## config.mk

```make
export PLATFORM = sky130hd
export DESIGN_NAME = pa3d_queue
export DESIGN_NICKNAME = d
export VERILOG_FILES = /design/src/hw/rtl/pa3d_pkg.sv /design/src/hw/rtl/pa3d_queue.sv
export SDC_FILE = /design/constraint.sdc
export NUM_CORES = 1
export LEC_CHECK = 0
export ABC_AREA = 1
export BUFFER_PORTS_ARGS = -buffer_cell sky130_fd_sc_hd__buf_2
export CAP_MARGIN = 20
export CELL_PAD_IN_SITES_DETAIL_PLACEMENT = 1
export CELL_PAD_IN_SITES_GLOBAL_PLACEMENT = 1
export CORE_ASPECT_RATIO = 1.1
export CORE_MARGIN = 2
export CORE_UTILIZATION = 45
export DETAILED_ROUTE_END_ITERATION = 8
export GPL_TIMING_DRIVEN = 0
export PLACE_DENSITY = 0.82
export SLEW_MARGIN = 5
export SYNTH_ARGS = -nofsm -noshare
export SYNTH_HDL_FRONTEND = slang
export SYNTH_SLANG_ARGS = --single-unit
```

## constraint.sdc

```tcl
create_clock -name clk -period 22.3 [get_ports clk]
set_clock_uncertainty 0.15 [all_clocks]
set_input_delay 4.46 -clock clk [delete_from_list [all_inputs] [get_ports clk]]
set_output_delay 4.46 -clock clk [all_outputs]
set_load 0.01 [all_outputs]
```

## src/hw/rtl/pa3d_pkg.sv

```systemverilog
// Shared types, widths, status codes and cross-product helpers for the 3D polygon area block.
// No dependencies; every other file of the block imports this package.
`timescale 1ns / 1ps

package pa3d_pkg;

    localparam int COORD_W = 12;   // vertex coordinate
    localparam int DIFF_W  = 13;   // difference of two coordinates
    localparam int TERM_W  = 25;   // one cross-product component of two vertices
    localparam int NORM_W  = 27;   // normal component
    localparam int PLANE_W = 42;   // normal dotted with a vertex offset
    localparam int SUM_W   = 38;   // running cross-product sum, room for 4097 terms
    localparam int TOL_W   = 40;
    localparam int AREA_W  = 33;
    localparam int STAT_W  = 3;

    localparam logic [STAT_W-1:0] ST_OK          = 3'd0;
    localparam logic [STAT_W-1:0] ST_FEW         = 3'd1;
    localparam logic [STAT_W-1:0] ST_NONPLANAR   = 3'd2;
    localparam logic [STAT_W-1:0] ST_ZERO_NORMAL = 3'd3;
    localparam logic [STAT_W-1:0] ST_TOO_MANY    = 3'd4;

    localparam logic [AREA_W-1:0] AREA_MAX = '1;

    typedef logic signed [COORD_W-1:0] coord_t;
    typedef logic signed [DIFF_W-1:0]  diff_t;
    typedef logic signed [TERM_W-1:0]  term_t;
    typedef logic signed [NORM_W-1:0]  norm_t;
    typedef logic signed [PLANE_W-1:0] plane_t;
    typedef logic signed [SUM_W-1:0]   sum_t;

    typedef struct packed {
        coord_t vertex_x;
        coord_t vertex_y;
        coord_t vertex_z;
        logic   last_vertex;
    } vertex_t;

    typedef struct packed {
        logic [AREA_W-1:0] area_q8;
        logic [STAT_W-1:0] status;
    } result_t;

    // One finished polygon handed from the front to the back; index 0 is x
    typedef struct packed {
        logic [STAT_W-1:0] status;
        sum_t   [2:0]      sum;
        norm_t  [2:0]      norm;
        coord_t [2:0]      last_v;
        coord_t [2:0]      first_v;
    } job_t;

    // a*b - c*d on raw coordinates
    function automatic term_t vtx_cross(coord_t a, coord_t b, coord_t c, coord_t d);
        return term_t'(a) * term_t'(b) - term_t'(c) * term_t'(d);
    endfunction

    // a*b - c*d on coordinate differences
    function automatic norm_t diff_cross(diff_t a, diff_t b, diff_t c, diff_t d);
        return norm_t'(a) * norm_t'(b) - norm_t'(c) * norm_t'(d);
    endfunction

endpackage

```

## src/hw/rtl/pa3d_queue.sv

```systemverilog
// Two-entry job queue between the front and back ends of the polygon area block.
// Depends on pa3d_pkg.
`timescale 1ns / 1ps

module pa3d_queue (
    input  logic           clk,
    input  logic           rst_n,
    input  pa3d_pkg::job_t push_job,
    input  logic           push_valid,
    output logic           push_ready,
    output pa3d_pkg::job_t pop_job,
    output logic           pop_valid,
    input  logic           pop_ready
);
    import pa3d_pkg::*;

    job_t       entry_reg [2];
    logic       wr_ptr_reg, rd_ptr_reg;
    logic [1:0] count_reg;
    logic       push, pop;

    assign push_ready = (count_reg != 2'd2);
    assign pop_valid  = (count_reg != 2'd0);
    assign pop_job    = entry_reg[rd_ptr_reg];
    assign push       = push_valid && push_ready;
    assign pop        = pop_valid && pop_ready;

    // store a transfer
    always_ff @(posedge clk)
    begin
        if (push) entry_reg[wr_ptr_reg] <= push_job;
    end

    // advance pointers and occupancy
    always_ff @(posedge clk or negedge rst_n)
    begin
        if (!rst_n)
        begin
            wr_ptr_reg <= 1'b0;
            rd_ptr_reg <= 1'b0;
            count_reg  <= 2'd0;
        end
        else
        begin
            if (push) wr_ptr_reg <= !wr_ptr_reg;
            if (pop)  rd_ptr_reg <= !rd_ptr_reg;
            count_reg <= count_reg + {1'b0, push} - {1'b0, pop};
        end
    end

    a_no_overflow: assert property (@(posedge clk) disable iff (!rst_n)
        !(push && !pop && count_reg == 2'd2))
        else $error("job queue written while full");

endmodule

```

==> report_table.html <==
<table>
<tr><th>Metric</th><th>Value</th></tr>
<tr><th colspan="2">Run status</th></tr>
<tr><td>Run status</td><td>completed</td></tr>
<tr><th colspan="2">Setup path</th></tr>
<tr><td>Endpoint of the lowest-slack register-to-register path</td><td>entry_reg[1][86]$_DFFE_PP_</td></tr>
<tr><td>Launch point of the worst reg-to-reg path</td><td>count_reg[0]$_DFF_PN0_</td></tr>
<tr><td>Type of element capturing the critical path</td><td>primary output</td></tr>
<tr><td>Cell with the largest stage delay on the worst path</td><td>dfrtp_1</td></tr>
<tr><td>Depth of the most critical reg-to-reg path</td><td>9</td></tr>
<tr><td>CP delay by family, top</td><td>buffers and inverters</td></tr>
<tr><td>Worst Setup EP</td><td>pop_job[207]</td></tr>
<tr><td>Slowest cell delay on critical path</td><td>0.36 ns</td></tr>
<tr><td>Critical Path RT</td><td>17.69 ns</td></tr>
<tr><td>Worst setup slack for register-to-register paths</td><td>19.15 ns</td></tr>
<tr><td>Setup crit start kind</td><td>flop</td></tr>
<tr><td>CP Max Fanout</td><td>10</td></tr>
<tr><td>Number of gates on the worst path with buffers counted</td><td>7</td></tr>
<tr><td>Arrival time of the worst setup path</td><td>2.16 ns</td></tr>
<tr><td>Startpoint of the most critical setup path</td><td>rd_ptr_reg$_DFFE_PN0P_</td></tr>
<tr><td>WP buf/inv</td><td>5</td></tr>
<tr><td>Setup Crit Path Kind</td><td>flop to primary output</td></tr>
<tr><td>Cell breakdown of the critical path</td><td>buf_4, inv_4, buf_6, buf_4, nand2_1, nand2_1, buf_2</td></tr>
<tr><th colspan="2">CTS</th></tr>
<tr><td>Worst-Skew Late Latency</td><td>0.59 ns</td></tr>
<tr><td>Hold buffers post-CTS</td><td>0</td></tr>
<tr><td>Clock slew at the register clock pins of the worst setup and hold paths</td><td>0.06 ns</td></tr>
<tr><td>Clk sinks</td><td>544</td></tr>
<tr><td>TritonCTS Buffers</td><td>54</td></tr>
<tr><td>Post-CTS setup buffer count</td><td>0</td></tr>
<tr><td>CTS HTree Levels</td><td>2</td></tr>
<tr><td>Number of resized instances in the post-cts repair step</td><td>0</td></tr>
<tr><td>Bufs on Longest Clock Path</td><td>3</td></tr>
<tr><td>CTS Root Buffer Type</td><td>clkbuf_16</td></tr>
<tr><td>CTS tree</td><td>done</td></tr>
<tr><th colspan="2">Logic synthesis</th></tr>
<tr><td>Number of distinct library cell variants in the gate-level netlist after synthesis</td><td>14</td></tr>
<tr><td>Cell count after synthesis</td><td>1,441</td></tr>
<tr><td>FF+latch count, synth</td><td>544</td></tr>
<tr><td>Post-Synthesis Net Count</td><td>1,716</td></tr>
<tr><td>Fraction of the yosys area taken by sequential cells</td><td>82.2%</td></tr>
<tr><td>Netlist area before placement</td><td>0.0199 mm2</td></tr>
<tr><td>Synthesized area divided by synthesized cell count</td><td>13.8 um2</td></tr>
<tr><td>Number of warnings reported in the yosys synthesis log</td><td>0</td></tr>
<tr><th colspan="2">Timing</th></tr>
<tr><td>Setup Total Neg Slack</td><td>0 ns</td></tr>
<tr><td>Minimum clock period</td><td>6.77 ns</td></tr>
<tr><td>Maximum achievable frequency</td><td>0.148 GHz</td></tr>
<tr><td>Final setup violation count</td><td>0</td></tr>
<tr><td>Relative slew margins</td><td>43.2%</td></tr>
<tr><td>Tightest Pin Transition</td><td>0.850 ns</td></tr>
<tr><td>Final setup slack of the worst path</td><td>15.53 ns</td></tr>
<tr><td>Final Max Tran Viols</td><td>0</td></tr>
<tr><td>Final-report hold violation count</td><td>0</td></tr>
<tr><td>Unrepaired setup endpoints after global routing</td><td>no</td></tr>
<tr><td>Share of the cycle needed by the critical path after routing</td><td>30.3%</td></tr>
<tr><th colspan="2">Floorplanning</th></tr>
<tr><td>Area of the core</td><td>0.0434 mm2</td></tr>
<tr><td>Vertical extent of the die</td><td>224 um</td></tr>
<tr><td>Num rows</td><td>80</td></tr>
<tr><td>Initial standard-cell utilization of the core</td><td>45.7%</td></tr>
<tr><td>Number of primary I/O pins</td><td>546</td></tr>
<tr><td>Die width</td><td>204 um</td></tr>
<tr><td>Overall die area</td><td>0.0458 mm2</td></tr>
<tr><th colspan="2">Finish</th></tr>
<tr><td>Post-Layout Cell Count</td><td>2,693</td></tr>
<tr><td>Number of nets in the final layout</td><td>2,339</td></tr>
<tr><td>Fillers</td><td>4,438</td></tr>
<tr><td>Area Overhead vs Synth</td><td>28.7%</td></tr>
<tr><td>Share of layout cells above drive strength 1</td><td>33.4%</td></tr>
<tr><td>Flip-flop count of the largest register after layout</td><td>540</td></tr>
<tr><td>Area of all placed cells without fillers</td><td>0.0256 mm2</td></tr>
<tr><th colspan="2">Place</th></tr>
<tr><td>Estimated wirelength of the detail-placed design</td><td>44.3 mm</td></tr>
<tr><td>Cell Area, Placed</td><td>0.0238 mm2</td></tr>
<tr><td>Number of placed instances, taps included</td><td>2,582</td></tr>
<tr><td>Post-placement worst setup slack</td><td>15.20 ns</td></tr>
<tr><td>Placer congestion estimate</td><td>0.847</td></tr>
<tr><td>Number of I/O port buffers</td><td>545</td></tr>
<tr><th colspan="2">Power and ir drop</th></tr>
<tr><td>Leak pwr</td><td>0.0110 uW</td></tr>
<tr><td>Power density of the placed cells</td><td>142 mW/mm2</td></tr>
<tr><td>Worst-case vdd ir drop</td><td>0.0923 mV</td></tr>
<tr><th colspan="2">Drt</th></tr>
<tr><td>Average detailed-routed wire length per instance</td><td>23.2 um</td></tr>
<tr><td>Via count normalized by instance count</td><td>5.10</td></tr>
<tr><td>Via count of the routed design</td><td>13,700</td></tr>
<tr><td>Drt first pass iters</td><td>4</td></tr>
<tr><td>DR DRC count</td><td>0</td></tr>
<tr><td>Count of antenna-violating nets left after detailed routing</td><td>0</td></tr>
<tr><td>Sum of routed wire length over all layers</td><td>62.6 mm</td></tr>
<tr><td>Detailed Route Iter0 Violations</td><td>753</td></tr>
<tr><th colspan="2">GRT</th></tr>
<tr><td>Largest net degree at the start of global routing</td><td>32</td></tr>
<tr><td>Leftover overflow at the end of global routing</td><td>0</td></tr>
<tr><td>Antenna violations before repair</td><td>21</td></tr>
<tr><td>Number of global-route vias before repair</td><td>14,900</td></tr>
<tr><td>Aggregate global-route resource usage</td><td>26.6%</td></tr>
<tr><td>Wire length of the first global-routing pass</td><td>89.9 mm</td></tr>
<tr><th colspan="2">Worst hold path</th></tr>
<tr><td>Hold Path Stages</td><td>1</td></tr>
<tr><td>Worst hold path class</td><td>flop to flop</td></tr>
<tr><th colspan="2">Run</th></tr>
<tr><td>Number of max-cap violations</td><td>0</td></tr>
</table>
==> power by group <==
group          internal, uW  switching [uW]  leakage (uW)
sequential             1390            62.2       0.00506
clock                   508             383      0.000831
combinational           417             873       0.00515
total                  2320            1320        0.0110
==> worst register-to-register path: cells and delay by family (launching register included) <==
| family | cells | cell delay [ns] |
|---|---|---|
| buffers and inverters | 6 | 1.22 |
| and+or+nand+nor | 3 | 1.03 |
| DFF | 1 | 0.42 |
==> how the worst min path moves through the flow <==
stage / startpoint / end / slack [ns]
3_5_place_dp: count_reg[0]$_DFF_PN0_ / count_reg[0]$_DFF_PN0_ / 0.42
5_1_grt: count_reg[0]$_DFF_PN0_ / count_reg[0]$_DFF_PN0_ / 0.47
2_1_floorplan: wr_ptr_reg$_DFFE_PN0P_ / wr_ptr_reg$_DFFE_PN0P_ / 0.33
3_3_place_gp: wr_ptr_reg$_DFFE_PN0P_ / wr_ptr_reg$_DFFE_PN0P_ / 0.35
4_1_cts: count_reg[0]$_DFF_PN0_ / count_reg[0]$_DFF_PN0_ / 0.45
6_report: count_reg[0]$_DFF_PN0_ / count_reg[0]$_DFF_PN0_ / 0.47
==> Yosys cell counts <==
cell      number  area share (%)
nand2_1      819              15
edfxtp_1     540              82
buf_2         30            0.76
buf_4         27             1.0
inv_1          7            0.13
nor2_1         5           0.095
dfrtp_1        4            0.50
buf_6          2            0.11
nand3_1        2           0.050
a21oi_1        1           0.025
ha_1           1           0.063
inv_4          1           0.032
o21ai_0        1           0.025
xor2_1         1           0.044
==> layout by cell type, fill, tap and decap left out, types with 2 or more instances in the layout <==
cell,count
nand2_1,819
buf_2,575
edfxtp_1,540
clkbuf_16,55
buf_4,27
diode_2,14
buf_12,13
clkinv_1,12
clkbuf_1,11
clkinv_2,10
buf_16,9
inv_1,7
bufinv_16,5
dfrtp_1,4
nor2_1,3
buf_6,2
nand3_1,2
nor2_4,2
clkinvlp_4,2
==> kinds of logic after synthesis <==
group           share of synthesized area, %
flops                                   82.2
buf+inv                                 2.05
compound gates                        0.0504
xor+xnor                              0.0441
simple gates                            15.6
fa+ha+maj                             0.0630
==> metal layers <==
metal  share of wire (%)  vias up  GRT usage, %
li1                    -     6142             -
met5                0.16        -             0
met2                  54      606          50.4
met1                  33     6847          27.5
met4                 2.8       14          8.53
met3                 9.4      113          8.69
==> metrics by stage <==
| step | total power [uW] | hold slack, ns | utilization, % |
|---|---|---|---|
| 6_report | 3640 | 0.469 | 58.8 |
| 3_3_place_gp | 2790 | 0.351 | 53.6 |
| 2_1_floorplan | 2200 | 0.335 | - |
| 4_1_cts | 3660 | 0.452 | 58.8 |
| 5_1_grt | 3800 | 0.467 | 58.8 |
| 3_5_place_dp | 2750 | 0.419 | 54.8 |
==> cell type report <==
class / count / area (um2) / area share, %
buffer: 59 / 375 / 1.47
timing repair buffer: 567 / 3240 / 12.7
clock inverter: 31 / 285 / 1.12
clock buffer: 66 / 1420 / 5.55
sequential: 544 / 16300 / 63.8
antenna: 14 / 35.0 / 0.137
multi-input combinational: 830 / 3150 / 12.3
inverter: 8 / 32.5 / 0.127
tap: 574 / 718 / 2.81
(Power assumes the default switching activity.)
